### src/rtl/core/mma_mac.sv
// Shared multiplier with a saturating accumulator adder.
module mma_mac #(
  parameter int OPERAND_WIDTH = 16,
  parameter int ACCUM_WIDTH   = 48
) (
  input  logic                            clk,
  input  logic                            mul_en,
  input  logic signed [OPERAND_WIDTH-1:0] a,
  input  logic signed [OPERAND_WIDTH-1:0] b,
  input  logic signed [ACCUM_WIDTH-1:0]   c,
  output logic signed [ACCUM_WIDTH-1:0]   sum,
  output logic                            ovf
);

  localparam int PW = 2 * OPERAND_WIDTH;
  localparam int SW = ((ACCUM_WIDTH > PW) ? ACCUM_WIDTH : PW) + 1;
  localparam int HW = SW - ACCUM_WIDTH + 1;

  logic signed [PW-1:0]          prod;
  logic signed [ACCUM_WIDTH-1:0] c_hold;
  logic signed [SW-1:0]          wide_sum;
  logic [HW-1:0]                 top_bits;
  logic signed [ACCUM_WIDTH-1:0] acc_max;
  logic signed [ACCUM_WIDTH-1:0] acc_min;

  always_ff @(posedge clk) begin
    if (mul_en) begin
      prod   <= a * b;
      c_hold <= c;
    end
  end

  always_comb begin
    acc_max  = {1'b0, {(ACCUM_WIDTH-1){1'b1}}};
    acc_min  = {1'b1, {(ACCUM_WIDTH-1){1'b0}}};
    wide_sum = SW'(c_hold) + SW'(prod);
    top_bits = wide_sum[SW-1:ACCUM_WIDTH-1];
    ovf      = (top_bits != '0) && (top_bits != '1);
    if (!ovf) begin
      sum = wide_sum[ACCUM_WIDTH-1:0];
    end else if (wide_sum[SW-1]) begin
      sum = acc_min;
    end else begin
      sum = acc_max;
    end
  end

endmodule

### config.mk
export PLATFORM = sky130hd
export DESIGN_NAME = mma_mac
export DESIGN_NICKNAME = d
export VERILOG_FILES = /design/src/rtl/core/mma_mac.sv
export SDC_FILE = /design/constraint.sdc
export NUM_CORES = 1
export LEC_CHECK = 0
export ABC_AREA = 0
export BUFFER_PORTS_ARGS = -buffer_cell sky130_fd_sc_hd__buf_2
export CORE_UTILIZATION = 25
export CTS_BUF_LIST = sky130_fd_sc_hd__clkbuf_16
export DETAILED_ROUTE_END_ITERATION = 10
export MAX_ROUTING_LAYER = met4
export PLACE_DENSITY_LB_ADDON = 0.2
export SYNTH_ARGS = -nofsm -noshare
export SYNTH_HDL_FRONTEND = slang
export SYNTH_SLANG_ARGS = --single-unit
export TNS_END_PERCENT = 30
### constraint.sdc
create_clock -name clk -period 8.61 [get_ports clk]
set_input_delay 1.722 -clock clk [delete_from_list [all_inputs] [get_ports clk]]
set_output_delay 1.722 -clock clk [all_outputs]
set_load 0.05 [all_outputs]
==> Word-level counts from Yosys, hierarchy flattened <==
Index checks and enable logic that the tools add are counted.
{ "word_totals": {"word_cells": 9, "inputBits": 82, "ff_bits": 80} }
{ "op_classes": {"mux": 2, "reduce_logical": 2, "mul": 1, "eq_ne": 1, "addsub": 1} }
{ "op_table": {"columns": ["cell", "count"], "rows": [
  ["two-way mux 48 bit", 2],
  ["adder 48 x 32 -> 49 bit", 1],
  ["multiplier 16 x 16 -> 32 bit", 1],
  ["!= test 2 bit (second input constant)", 1],
  ["nonzero test 2 bit", 1],
  ["logical AND 1 bit", 1]
]} }

==> Longest topological paths before layout <==
{ "depth": {"ltp_word": 4, "ltp_mapped": 23, "depth_no_buf": 22} }

==> Worst setup path before layout <==
No wires, ideal clock.
{ "synth_path": {"kind": "input -> register", "from": "in a[15]", "to": "reg prod[28], data pin", "n_path_buf": 1, "stages": 22, "t_required_ns": 8.352, "t_arrival_ns": 7.153, "setup_slack_ns": 1.199, "cell_sequence": "clkbuf_1 -> nand2_1 -> inv_1 -> fa_1 -> fa_1 -> inv_1 -> fa_1 -> fa_1 -> inv_1 -> fa_1 -> inv_1 -> fa_1 -> inv_1 -> ha_1 -> and3_1 -> nand2_1 -> nor3_1 -> and3_1 -> or3_1 -> a21oi_1 -> o21ba_2 -> xnor2_1"} }
{ "synth_between": {"elab_chain_len": 1} }
{ "synth_lines": {"columns": ["item", "line_no", "text"], "rows": [
  ["start, declared", "8", "input logic signed [OPERAND_WIDTH-1:0] a,"],
  ["multiplier 16 x 16 -> 32 bit", "28", "prod <= a * b;"],
  ["end signal, assigned", "28", null],
  ["end, declared", "19", "logic signed [PW-1:0] prod;"]
]} }
Every way passes these cells.
A chain may end at the register's enable or synchronous reset.

==> Worst setup path after layout <==
{ "layout_path": {"from": "in b[1]", "to": "reg prod[31], data pin"} }
{ "layout_between": {"elab_chain_len": 1} }
{ "layout_lines": {"columns": ["item", "line_no", "text"], "rows": [
  ["start, declared", "9", "input logic signed [OPERAND_WIDTH-1:0] b,"],
  ["multiplier 16 x 16 -> 32 bit", "28", null]
]} }
Every way passes these cells.

==> out/qor.yml <==
route:
  vias: 11050
  drt-initial-drc-count: 657
  wire_per_inst_um: 17.16
  drt.antenna.violating_nets: 0
  firstDrtPassIters: 5
  drc: 0
  wl_um: 42630
  routed_via_density: 4.450
sta:
  finalCriticalPeriod_ns: 7.711
  fin_ws_ns: 0.8994
  final.setup.tns_ns: 0
  max_freq_mhz: 129.7
  hold_viol: 0
  period_share_pct: 89.55
  grt_setup_unrepaired: "no"
  relSlewSlack_pct: 27.60
  fin_hold_ws_ns: 1.537
  tightestPinTransition_ns: 1.086
  setup_viol: 0
  drv_slew: 0
cts:
  cts_tree: "built"
  cts_buffer_depth: 2
  postCtsHoldBufs: 0
  cts_resized: 0
  cts_buffers: 9
  postCtsSetupBuffers: 0
  cts_root_buf: "clkbuf_16"
  clock-sinks: 80
  h-tree-depth: 3
  path_clk_slew_ns: 0.07
global_route:
  grt_pass1_vias: 12170
  grt_usage_pct: 14.65
  antenna_found_initial: 0
  grt_pass1_wl_um: 69220
  grt-ovfl-total: 0
  grt_max_degree: 81
yosys:
  ys_async_sr_fraction_pct: 0
  ys_seq_elements: 80
  syn_inst: 1611
  synth_cell_type_count: 66
  syn_area_sq_mm: 0.01529
  yosysWarnings: 0
  synth_fp_nets: 2088
  synth_edf_count: 80
  seq_area_frac_synth_pct: 15.71
  syn_area_per_cell_sq_um: 9.490
  synthFlopType: "edfxtp_1"
setup_path:
  arrival_ns: 7.78
  crit_required_ns: 8.68
  crit_type: "input port to register"
  end_kind: "register"
  cp_max_fo: 16
  crit_path_start_kind: "input port"
die:
  die_area_sq_mm: 0.06215
  fp.dieW_um: 249.3
  die_h_um: 249.3
  row_count: 90
  initial_utilization_pct: 25.33
  core_area_sq_mm: 0.06036
  ios: 131
layout:
  area_delta_synth_final_pct: 11.11
  final_cell_mix: "inv_1 (309), fa_1 (263), nand2_1 (154), ha_1 (132), buf_2 (129)"
  n_antenna_cell: 0
  final_nets: 2175
  postLayoutCellArea_sq_mm: 0.01699
  final_layout_size_suffix_gt1_share_pct: 9.694
  layout.cells.most_common: "inv_1"
placed_design:
  hpwl_um: 35700
  gp_congestion: 0.8280
  placed_area_sq_mm: 0.01670
  portBuffers: 130
  pre_cts_slack_ns: 0.5560
hold_path:
  hp-class: "input port to register"
job:
  drv_cap: 0
run_status:
  run_status: "complete, no violations"
[flip-flops by register name (all words and copies together), names as in the netlist]
| register | cells |
|---|---|
| prod | 32 |
| c_hold | 48 |
[routing by layer]
layer  routed length (um)  vias to the layer above  track usage (%)
met3                 1245                       31            1.484
met4                  622                        0            3.175
met1                20900                     5501            19.60
met2                19860                      194            23.92
li1                     -                     5328                -
met5                    0                        -                -
[critical path: stages]
cell,delay [ns]
buf_2,0.21
nand2_1,0.15
inv_1,0.09
fa_1,0.75
fa_1,0.50
fa_1,0.50
fa_1,0.51
fa_1,0.53
inv_1,0.06
fa_1,0.48
inv_1,0.04
ha_1,0.35
a21o_1,0.18
a21oi_1,0.17
or4b_1,0.44
o21ai_0,0.41
o31ai_1,0.23
nor4_1,0.33
a311oi_1,0.09
[cell type report]
cell class,count,area [sq um]
fillers,6409,43370
repair buffers,132,668.1
clock inverters,6,60.06
well taps,782,978.4
clock buffers,9,225.2
flip-flops and latches,80,2402
inverters,309,1160
multi-input cells,1166,11490
[cells in the mapped netlist (3+ instances only)]
cell,instances,area share (%)
and2_1,128,5.2
nand4_1,11,0.45
edfxtp_1,80,16
and3_1,12,0.49
inv_1,309,7.6
nand2b_1,8,0.33
nand2_1,154,3.8
a21oi_1,74,2.4
o21bai_1,17,0.83
mux2i_1,3,0.20
ha_1,132,11
xor2_1,26,1.5
o21ai_0,73,2.4
xnor2_1,49,2.8
nand3_1,11,0.36
buf_2,3,0.098
nor3b_1,3,0.15
clkbuf_1,48,1.2
or4_1,3,0.15
or3_1,4,0.16
nor2_1,52,1.3
a21o_1,35,1.7
fa_1,263,34
a31oi_1,9,0.37
nor2b_1,7,0.29
a31o_2,3,0.17
a41oi_1,3,0.17
buf_4,3,0.15
a211oi_1,5,0.25
or2_2,3,0.12
nor3_1,10,0.33
o21a_1,17,0.83
o31ai_1,10,0.49
[kinds of logic after synthesis]
| kind of cell | after synthesis | synth area share (%) |
|---|---|---|
| AOI/OAI and AO/OA | 275 | 11.57 |
| buffers and inverters | 365 | 9.109 |
| adders and majority gates | 395 | 45.24 |
| and+or+nand+nor | 418 | 13.87 |
| muxes | 3 | 0.1964 |
| DFF | 80 | 15.71 |
| xor gates and xnor gates | 75 | 4.297 |
[path summary, 6_finish.rpt]
| path | from | endpoint | slack (ns) | depth (start not counted) |
|---|---|---|---|---|
| max | b[1] | prod[31] | 0.90 | 19 |
| min | c[33] | c_hold[33] | 1.54 | 1 |
[per-stage QoR]
step	util, %	instances
2_1_floorplan	-	1611
3_3_place_gp	27.67	2469
3_5_place_dp	27.67	2469
4_1_cts	28.14	2484
5_1_grt	28.14	2484
6_report	28.14	2484
Power is left out: the tool's default activity adds up to more than one toggle a clock period on the data nets, which glitch-free logic cannot reach.
