## src/rtl/core/mma_pkg.sv

```systemverilog
// Shared types and codes for the matrix multiply-accumulate block.
package mma_pkg;

  localparam int unsigned DIM_REG_WIDTH = 5;
  localparam int unsigned CFG_INDEX_WIDTH = 2;

  localparam logic [CFG_INDEX_WIDTH-1:0] CFG_ROWS_M  = 2'd0;
  localparam logic [CFG_INDEX_WIDTH-1:0] CFG_COLS_N  = 2'd1;
  localparam logic [CFG_INDEX_WIDTH-1:0] CFG_INNER_K = 2'd2;

  localparam logic [DIM_REG_WIDTH-1:0] DIM_RESET = 5'd16;

  localparam logic [2:0] FUNC_LOAD_A = 3'd0;
  localparam logic [2:0] FUNC_LOAD_B = 3'd1;
  localparam logic [2:0] FUNC_LOAD_C = 3'd2;
  localparam logic [2:0] FUNC_RUN    = 3'd3;
  localparam logic [2:0] FUNC_READ_C = 3'd4;

  typedef struct packed {
    logic [2:0]         func;
    logic [7:0]         elem_index;
    logic signed [15:0] operand_value;
    logic signed [47:0] accum_value;
  } in_t;

  typedef struct packed {
    logic [7:0]         out_index;
    logic signed [47:0] out_value;
    logic               saturated;
  } out_t;

  typedef struct packed {
    logic rd_en;
    logic mul_en;
    logic acc_en;
    logic done;
  } run_ctrl_t;

endpackage

```

## src/rtl/core/mma_seq.sv

```systemverilog
// Loop sequencer that walks p, i and j and issues store addresses for each step.
module mma_seq #(
  parameter int MAX_DIM = 16
) (
  input  logic                                 clk,
  input  logic                                 rst,
  input  logic                                 go,
  input  logic [$clog2(MAX_DIM+1)-1:0]         m,
  input  logic [$clog2(MAX_DIM+1)-1:0]         n,
  input  logic [$clog2(MAX_DIM+1)-1:0]         k,
  output mma_pkg::run_ctrl_t                   ctrl,
  output logic [$clog2(MAX_DIM*MAX_DIM)-1:0]   a_addr,
  output logic [$clog2(MAX_DIM*MAX_DIM)-1:0]   b_addr,
  output logic [$clog2(MAX_DIM*MAX_DIM)-1:0]   c_addr
);

  localparam int DW  = $clog2(MAX_DIM + 1);
  localparam int AWD = $clog2(MAX_DIM * MAX_DIM);

  typedef enum logic [1:0] {S_IDLE, S_ADDR, S_MUL, S_ACC} state_t;

  state_t         state;
  logic [DW-1:0]  p, i, j;
  logic [AWD-1:0] a_base, b_base, c_row;
  logic           last_j, last_i, last_p;

  assign last_j = (j == n - DW'(1));
  assign last_i = (i == m - DW'(1));
  assign last_p = (p == k - DW'(1));

  assign a_addr = a_base + AWD'(i);
  assign b_addr = b_base + AWD'(j);
  assign c_addr = c_row + AWD'(j);

  always_comb begin
    ctrl.rd_en  = (state == S_ADDR);
    ctrl.mul_en = (state == S_MUL);
    ctrl.acc_en = (state == S_ACC);
    ctrl.done   = (state == S_ACC) && last_j && last_i && last_p;
  end

  always_ff @(posedge clk) begin
    if (rst) begin
      state <= S_IDLE;
    end else begin
      unique case (state)
        S_IDLE: begin
          if (go) begin
            p      <= '0;
            i      <= '0;
            j      <= '0;
            a_base <= '0;
            b_base <= '0;
            c_row  <= '0;
            state  <= S_ADDR;
          end
        end
        S_ADDR: begin
          state <= S_MUL;
        end
        S_MUL: begin
          state <= S_ACC;
        end
        S_ACC: begin
          state <= S_ADDR;
          if (!last_j) begin
            j <= j + DW'(1);
          end else begin
            j <= '0;
            if (!last_i) begin
              i     <= i + DW'(1);
              c_row <= c_row + AWD'(n);
            end else begin
              i     <= '0;
              c_row <= '0;
              if (last_p) begin
                state <= S_IDLE;
              end else begin
                p      <= p + DW'(1);
                a_base <= a_base + AWD'(m);
                b_base <= b_base + AWD'(n);
              end
            end
          end
        end
        default: state <= S_IDLE;
      endcase
    end
  end

endmodule

```

## config.mk

```make
export PLATFORM = sky130hd
export DESIGN_NAME = mma_seq
export DESIGN_NICKNAME = d
export VERILOG_FILES = /design/src/rtl/core/mma_pkg.sv /design/src/rtl/core/mma_seq.sv
export SDC_FILE = /design/constraint.sdc
export NUM_CORES = 1
export LEC_CHECK = 0
export BUFFER_PORTS_ARGS = -buffer_cell sky130_fd_sc_hd__buf_2
export CORE_ASPECT_RATIO = 1.5
export CORE_MARGIN = 5
export CORE_UTILIZATION = 59
export DETAILED_ROUTE_END_ITERATION = 8
export GPL_TIMING_DRIVEN = 0
export PLACE_DENSITY = 0.81
export SYNTH_ARGS = -nofsm -noshare
export SYNTH_HDL_FRONTEND = slang
export SYNTH_SLANG_ARGS = --single-unit
```

## constraint.sdc

```tcl
create_clock -name clk -period 3.43 [get_ports clk]
set_input_delay 0 -clock clk [delete_from_list [all_inputs] [get_ports clk]]
set_output_delay 0 -clock clk [all_outputs]
set_load 0.01 [all_outputs]
```

== Yosys cells after proc, flatten, opt, wreduce, memory -nomap -nowiden ==
Index checks and enable logic that the tools add are counted.

* Register bits after elaboration: 41
* Bits in read-only memories: 0
* Memory bits (writable): 0
* Output and inout bits: 28
* Bits in latches: 0
* Memories: 0

* Add/subtract/negate cells: 12
* Muxes and demuxes: 27
* Reduce and logical (&&, ||, !) cells: 8
* Bitwise operators: 1
* Order comparisons: 0
* $mul: 0
* Divide/modulo/power cells: 0
* Eq/ne operators: 10
* Shifts and indexed selects: 0

{| class="wikitable"
|+ Operators with widths
! kind !! count
|-
| $mux W8 || 9
|-
| $add A8 B5 Y8 || 6
|-
| $pmux W8 S2 || 3
|-
| $mux W5 || 7
|-
| $pmux W5 S2 || 3
|-
| $add A5 B1 Y5 const B || 3
|-
| $eq A5 B5 Y1 || 3
|-
| $sub A5 B1 Y5 const B || 3
|-
| $pmux W2 S4 || 1
|-
| $reduce_and A6 Y1 || 1
|-
| $eq A2 B2 Y1 const B || 2
|-
| $ne A2 B1 Y1 const B || 2
|-
| $ne A2 B2 Y1 const B || 2
|-
| $reduce_and A4 Y1 || 1
|-
| $logic_and A1 B1 Y1 || 3
|-
| $mux W1 || 3
|-
| $reduce_and A3 Y1 || 1
|-
| $eq A2 B1 Y1 const B || 1
|-
| $logic_not A2 Y1 || 1
|-
| $mux W2 || 1
|-
| $reduce_bool A2 Y1 || 1
|-
| $not A1 Y1 || 1
|}

== Longest topological paths before layout ==
Gate-level depths: netlist of the first run.

* Depth after elaboration: 6
* Mapped depth: 8

== Worst setup path after synthesis of the first run ==
No wires, ideal clock.

* Kind: flip-flop to flip-flop
* From: reg j[2]
* To: reg c_row[0] (enable)
* Data required time: 3026 ps
* Arrival time: 2189 ps
* Path buffers: 1
* Setup slack: 837 ps
* Cell stages (with the launch flop): 6
* Library setup time: 404 ps
* Period minus slack after synthesis: 2593 ps
* Cells stage by stage: edfxtp_1 buf_6 or2b_1 a21boi_2 o311ai_2 a211oi_1

* Cells in the longest elaborated chain, start to end: 3

{| class="wikitable"
|+ RTL lines
! what !! RTL line !! RTL
|-
| from (decl) || mma_seq.sv:23 || <nowiki>logic [DW-1:0] p, i, j;</nowiki>
|-
| from (signal assigned) || mma_seq.sv:67 || <nowiki>j <= j + DW'(1);</nowiki>
|-
| $eq A5 B5 Y1 || mma_seq.sv:27 || <nowiki>assign last_j = (j == n - DW'(1));</nowiki>
|-
| $ne A2 B1 Y1 (no source line) || n/a ||
|-
| $reduce_and A4 Y1 (no source line) || n/a ||
|-
| to (signal assigned) || mma_seq.sv:72 || <nowiki>c_row <= c_row + AWD'(n);</nowiki>
|-
| to (decl) || mma_seq.sv:24 || <nowiki>logic [AWD-1:0] a_base, b_base, c_row;</nowiki>
|}

No other way between the ends.
A chain may end at the register's enable or synchronous reset.

== Final worst setup path of the first run ==
* From: reg j[4]
* To: reg b_base[3] (enable)

* Cells in the longest elaborated chain, start to end: 3

{| class="wikitable"
|+ RTL lines
! what !! RTL line !! RTL
|-
| $eq A5 B5 Y1 || mma_seq.sv:27 ||
|-
| $ne A2 B1 Y1 (no source line) || n/a ||
|-
| $reduce_and A6 Y1 (no source line) || n/a ||
|-
| to (signal assigned) || mma_seq.sv:81 || <nowiki>b_base <= b_base + AWD'(n);</nowiki>
|-
| to (decl) || mma_seq.sv:24 ||
|}

No other way between the ends.

==> results.sh, run 1 <==
export IMPL_status="finished clean"
export IMPL_via_per_inst=5.732
export IMPL_overflow=0
export IMPL_hold_viol=0
export IMPL_rsz0062_at_grt="false"
export IMPL_cts_tree="yes"
export IMPL_cp_cell_sequence="xor2_1 > a211oi_1 > o311ai_2 > nor2_2 > a2bb2o_1"
export IMPL_critPathMaxFanout=21
export IMPL_die_height_um=107.3
export IMPL_portBuffers=45
export IMPL_h_tree_depth=2
export IMPL_netlist_cell_type_count=56
export IMPL_finClkSkew_ps=8.557
export IMPL_drt_pass1_iter_count=4
export IMPL_numClockSinks=41
export IMPL_max_cap_violations=0
export IMPL_n_antenna_cell=0
export IMPL_routed_wirelength_um=7799
export IMPL_cp_end_kind="flip-flop"
export IMPL_initial_utilization_pct=60.76
export IMPL_fmax_ghz=0.3776
export IMPL_worst_r2r_path_depth=5
export IMPL_yosysTopAreaCell="edfxtp_1"
export IMPL_syn_area_um2=3725
export IMPL_fin_total_pwr_uw=2827
export IMPL_io_pin_count=46
export IMPL_coreArea_um2=6131
export IMPL_worst_pin_slew_ps=999.2
export IMPL_clk_latency_ps=290
export IMPL_crit_arrival_ps=2560
export IMPL_cp_start_kind="flip-flop"
export IMPL_vdd_drop_max_uv=409.8
export IMPL_post_route_period_util_pct=77.20
export IMPL_p_per_area_nw_per_um2=677.0
export IMPL_synthArstFlopShare_pct=0
export IMPL_worstHoldPathType="in -> reg"
export IMPL_dp_hpwl_um=6206
export IMPL_antenna_found_initial=0
export IMPL_setup_viol=0
export IMPL_wl_per_cell_um=15.50
export IMPL_cp_slowest_cell="a2bb2o_1"
export IMPL_layout_nets=492
export IMPL_cts_made_buffers=5
export IMPL_drive_gt1_share_pct=17.25
export IMPL_syn_nets=438
export IMPL_fp_row_count=35
export IMPL_yosys_top_cells_count="ha_1 (40), edfxtp_1 (39), inv_1 (36)"
export IMPL_synth_flop_cell="edfxtp_1"
export IMPL_crit_start="j[4]"
export IMPL_finalCriticalPeriod_ps=2648
export IMPL_synth_edff_count=39
export IMPL_synth_most_common_cell="ha_1"
export IMPL_routabilityCongestion=0.8284
export IMPL_ant_nets=0
export IMPL_via_count=2883
export IMPL_yosysSeqAreaShare_pct=32.52
export IMPL_cts_setup_buffers=0
export IMPL_dieArea_um2=8035
export IMPL_clk_pin_slew_worst_paths_ps=70
export IMPL_synth_top_area_share_pct=31.44
export IMPL_reg2reg_to="b_base[3]"
export IMPL_grt_max_degree=22
export IMPL_grtUsageTotal_pct=21.15
export IMPL_synthCells=374
export IMPL_critPathRequiredTime_ps=3340
export IMPL_drt_initial_drc_count=114
export IMPL_cts_buffer_depth=2
export IMPL_synth_seq_cells=41
export IMPL_syn_avg_cell_area_um2=9.959
export IMPL_cp_endpoint="b_base[3]"
export IMPL_r2r_setup_slack_ps=780
export IMPL_crit_type="reg -> reg"
export IMPL_slew_violations=0
export IMPL_drc=0
export IMPL_stdcell_area_um2=4175
export IMPL_leakagePower_uw=0.001750
export IMPL_fillCellCount=511
export IMPL_timing_rr_start="j[4]"
export IMPL_fin_tns_setup_ps=0
export IMPL_slowest_delay_ps=820
export IMPL_synth_area_leaders="edfxtp_1 (31%), ha_1 (13%), xnor2_1 (6.1%)"
export IMPL_grt_pass1_vias=2981
export IMPL_clockRootBuffer="clkbuf_8"
export IMPL_slew_limit_headroom_pct=33.39
export IMPL_yosysWarnings=0
export IMPL_grt_pass1_wl_um=13380
export IMPL_syn_to_final_growth_pct=12.09
export IMPL_die_w_um=74.88
export IMPL_placed_area_um2=4059
-- logic make-up after synthesis --
| group | share of synthesized area, % |
|---|---|
| buffers and inverters | 4.871 |
| AND/OR/NAND/NOR | 19.25 |
| AO/OA/AOI/OAI | 14.68 |
| flip-flops | 32.52 |
| adder cells (fa/ha/maj) | 16.66 |
| multiplexers | 1.344 |
| XOR/XNOR | 10.68 |
-- state kept, by name (all words and copies together), names as in the netlist --
signal	count
j	5
a_base	8
p	5
state	2
c_row	8
b_base	8
i	5
-- worst max-delay path: cells and delay by family (launching register included) --
family                    cells  cell delay (ps)
xor gates and xnor gates      1              230
and+or+nand+nor               1              200
DFF                           1              510
AOI/OAI and AO/OA             3             1330
-- worst min path at each step --
stage / start / endpoint / slack, ps / cells past startpoint
6_report: go / state[1] / 130 / 4
4_1_cts: go / state[1] / 130 / 4
3_3_place_gp: rst / state[1] / 200 / 2
5_1_grt: m[0] / a_base[0] / 190 / 3
3_5_place_dp: rst / state[1] / 210 / 2
2_1_floorplan: rst / state[1] / 70 / 1
-- cell usage in the layout, fill, tap and decap left out, types with 2 or more instances in the layout --
cell,count
and3_2,3
and3b_1,2
fa_1,6
nand2_1,15
a211oi_1,6
a311o_1,2
clkbuf_1,6
nor2b_1,13
nand3b_1,5
a21boi_0,5
nor2_1,23
o21ai_0,16
o21a_1,2
buf_6,3
xnor2_1,26
and2_1,8
xor2_1,15
a21oi_1,10
a21o_1,9
nand2b_1,6
a21boi_2,2
ha_1,40
or4_1,2
o41ai_1,2
a21oi_2,2
nand3_1,11
nor3_1,10
nor3b_1,13
nand4bb_1,2
a211oi_2,2
dfxtp_1,2
clkbuf_8,5
mux2i_1,5
a31oi_1,2
inv_1,36
buf_2,46
edfxtp_1,39
o311ai_0,5
-- final cells by class --
cell class                 instances  area (um^2)  area share (%)
inverter                          36        135.1           3.236
sequential                        41         1211           29.01
clock inverter                     2        33.78          0.8091
tap                               74        92.59           2.218
timing repair buffer              47        246.5           5.904
multi-input combinational        289         2337           55.98
clock buffer                       6        72.57           1.738
buffer                             8        46.29           1.109
-- timing repair --
item                                   in CTS  in global routing
hold buffers                                1                  0
resized for setup                           0                  0
endpoints found under the hold margin       2                  0
-- routing by layer --
layer | vias to the layer above | wire length, um | global-route usage, %
met5 | - | 0 | 0
met4 | 0 | 161 | 8.397
met3 | 12 | 330 | 3.458
met2 | 55 | 4089 | 36.28
met1 | 1369 | 3218 | 25.69
li1 | 1447 | - | -
-- through the flow --
stage	utilization (%)	hold slack, ps	std cells	worst slack [ps]
6_report	68.10	132.0	503	781.9
5_1_grt	68.10	186.2	503	592.9
4_1_cts	68.10	132.7	503	766.9
3_5_place_dp	66.20	207.0	494	771.3
3_3_place_gp	65.94	199.8	493	173.0
2_1_floorplan	-	72.38	374	837.5
-- where the power goes --
part           total (uW)  internal [uW]  switching [uW]  leakage (uW)
Combinational        1550            683             869       0.00130
Clock                 377            215             162     0.0000528
Sequential            897            740             157      0.000393
Total                2830           1640            1190       0.00175
(Power assumes the default switching activity.)
==> run 2, diff against run 1 <==
ABC_AREA = 1   (was unset)
CORE_UTILIZATION = 53   (was 59)
PLACE_DENSITY = 0.77   (was 0.81)
clock period = 2.32 ns   (was 3.43 ns; I/O delays follow)
==> run 2 against run 1 <==
Combinational power rose by 49%. First-iteration DRC count fell by 7.9%. Total power rose by 50%. Utilization fell by 5.4 points. Flip-flop and latch count did not move. Cell count rose by 20%. Count of clock-buffer cells in the layout rose by 1. Critical path depth rose by 2. Synthesized cell count rose by 25%. Non-clock buffer count did not move. Clock power rose by 62%. Setup slack got worse by 770 ps. Largest cell class unchanged.
==> results.sh, run 2 <==
export IMPL_synth_flop_cell="edfxtp_1"
export IMPL_syn_avg_cell_area_um2=7.706
export IMPL_clk_latency_ps=290
export IMPL_seq_power_share_pct=31.2
export IMPL_grt_pass1_vias=2984
export IMPL_cp_slowest_cell="edfxtp_1"
export IMPL_grt_max_degree=22
export IMPL_final_common_cell="nand2_1"
export IMPL_cts_tree="yes"
export IMPL_critPathMaxFanout=10
export IMPL_crit_type="reg -> reg"
export IMPL_yosysSeqAreaShare_pct=33.73
export IMPL_p_sw_uw=1850
export IMPL_vdd_drop_max_uv=697.4
export IMPL_routabilityCongestion=0.8725
export IMPL_synthArstFlopShare_pct=0
export IMPL_dieArea_um2=8555
export IMPL_dp_hpwl_um=6089
export IMPL_initial_utilization_pct=54.98
export IMPL_leakagePower_uw=0.002101
export IMPL_worst_pin_slew_ps=824.4
export IMPL_cts_made_buffers=5
export IMPL_drc=0
export IMPL_n_antenna_cell=0
export IMPL_switching_share_pct=43.68
export IMPL_slew_violations=0
export IMPL_die_w_um=77.21
export IMPL_syn_to_final_growth_pct=14.11
export IMPL_ant_nets=0
export IMPL_via_per_inst=5.151
export IMPL_critPathRequiredTime_ps=2260
export IMPL_yosysWarnings=0
export IMPL_routed_wirelength_um=7709
export IMPL_netlist_cell_type_count=27
export IMPL_final_cell_mix="nand2_1 (125), inv_1 (74), buf_2 (47)"
export IMPL_syn_nets=530
export IMPL_clkPwrFrac_pct=14.4
export IMPL_crit_arrival_ps=2250
export IMPL_grtUsageTotal_pct=17.82
export IMPL_finClkSkew_ps=6.850
export IMPL_syn_area_um2=3591
export IMPL_fp_row_count=36
export IMPL_drive_gt1_share_pct=14.26
export IMPL_cp_start_kind="flip-flop"
export IMPL_fillCellCount=583
export IMPL_p_comb_share_pct=54.5
export IMPL_slew_limit_headroom_pct=44.62
export IMPL_clockRootBuffer="clkbuf_8"
export IMPL_io_pin_count=46
export IMPL_fmax_ghz=0.4334
export IMPL_status="finished clean"
export IMPL_synth_seq_cells=41
export IMPL_synth_edff_count=39
export IMPL_drt_initial_drc_count=105
export IMPL_fin_total_pwr_uw=4234
export IMPL_reg_top3="a_base: 8 flops, b_base: 8 flops, c_row: 8 flops"
export IMPL_wl_per_cell_um=12.81
export IMPL_drt_pass1_iter_count=4
export IMPL_grt_pass1_wl_um=12720
export IMPL_placed_area_um2=3911
export IMPL_cp_cell_sequence="buf_6 > xor2_1 > nand2_1 > nand3_1 > o21ai_4 > nand3_2 > nor2_2"
export IMPL_clk_pin_slew_worst_paths_ps=80
export IMPL_yosysTopAreaCell="edfxtp_1"
export IMPL_fin_tns_setup_ps=0
export IMPL_synth_most_common_cell="nand2_1"
export IMPL_die_height_um=110.8
export IMPL_yosys_top_cells_count="nand2_1 (125), inv_1 (74), nor2_1 (41)"
export IMPL_finalCriticalPeriod_ps=2308
export IMPL_hold_viol=0
export IMPL_cp_end_kind="flip-flop"
export IMPL_slowest_delay_ps=490
export IMPL_h_tree_depth=2
export IMPL_overflow=0
export IMPL_synthCells=466
export IMPL_portBuffers=45
export IMPL_max_cap_violations=0
export IMPL_stdcell_area_um2=4098
export IMPL_setup_viol=0
export IMPL_via_count=3101
export IMPL_worstHoldPathType="in -> reg"
export IMPL_numClockSinks=41
export IMPL_internal_power_uw=2385
export IMPL_post_route_period_util_pct=99.46
export IMPL_synth_top_area_share_pct=32.61
export IMPL_rsz0062_at_grt="true"
export IMPL_cts_buffer_depth=2
export IMPL_layout_nets=589
export IMPL_antenna_found_initial=0
export IMPL_synth_area_leaders="edfxtp_1 (33%), ha_1 (14%), nand2_1 (13%)"
export IMPL_coreArea_um2=6531
export IMPL_p_per_area_nw_per_um2=1033
run 2: metal layers:
layer,track usage (%),wire length (um)
met1,19.84,3171
met2,33.30,4057
met3,2.602,240
met4,6.537,240
met5,0,0
run 2: critical path, delay by kind of cell (launching register included):
family                    cells  cell delay (ps)
DFF                           1              490
xor gates and xnor gates      1              150
buffers and inverters         1              180
and+or+nand+nor               4              850
AOI/OAI and AO/OA             1              260
run 2: final timing paths:
kind	depth (start not counted)	slack [ps]	endpoint	start
setup reg to reg	7	10	p[2]	j[3]
setup / recovery	7	10	p[2]	j[3]
hold reg to reg	4	580	state[0]	state[0]
hold / removal	4	70	state[1]	go
run 2: cell families (layout without fill, tap and decap cells):
group	Yosys count	count (layout)	synth area share, %
DFF	41	41	33.73
buffers and inverters	81	140	8.955
and+or+nand+nor	210	211	24.43
xor gates and xnor gates	27	27	6.585
adders and majority gates	46	46	17.28
AOI/OAI and AO/OA	61	61	9.025
run 2: power by group through the flow:
stage	combinational, uW	clock [uW]	sequential (uW)
3_5_place_dp	2230	0	1350
2_1_floorplan	1600	0	1270
6_report	2310	609	1320
4_1_cts	2260	619	1330
5_1_grt	2620	652	1350
3_3_place_gp	2180	0	1340
run 2: what timing repair did:
item	CTS	global route
setup buffers	0	5
pin swaps	0	1
setup endpoints to repair	24	37
resized for setup	4	3
hold endpoints to repair	2	0
hold buffers	1	0
cloned	0	1
run 2: area by class of cell:
cell class	instances	area (um^2)	area share, %
buffer	4	32.53	0.7939
inverter	77	289.0	7.053
clock buffer	7	86.33	2.107
multi-input combinational	345	2081	50.78
clock inverter	1	30.03	0.7328
tap	76	95.09	2.321
timing repair buffer	51	272.8	6.656
sequential	41	1211	29.56
run 2: through the flow:
stage | util (%) | hold slack [ps] | setup WS [ps] | std cells
2_1_floorplan | - | 78.47 | 187.5 | 466
3_3_place_gp | 59.89 | 201.7 | -316.7 | 587
6_report | 62.74 | 71.72 | 12.47 | 602
4_1_cts | 61.90 | 60.65 | 9.067 | 596
3_5_place_dp | 59.89 | 209.9 | -335.4 | 587
5_1_grt | 62.74 | 120.7 | -84.53 | 602
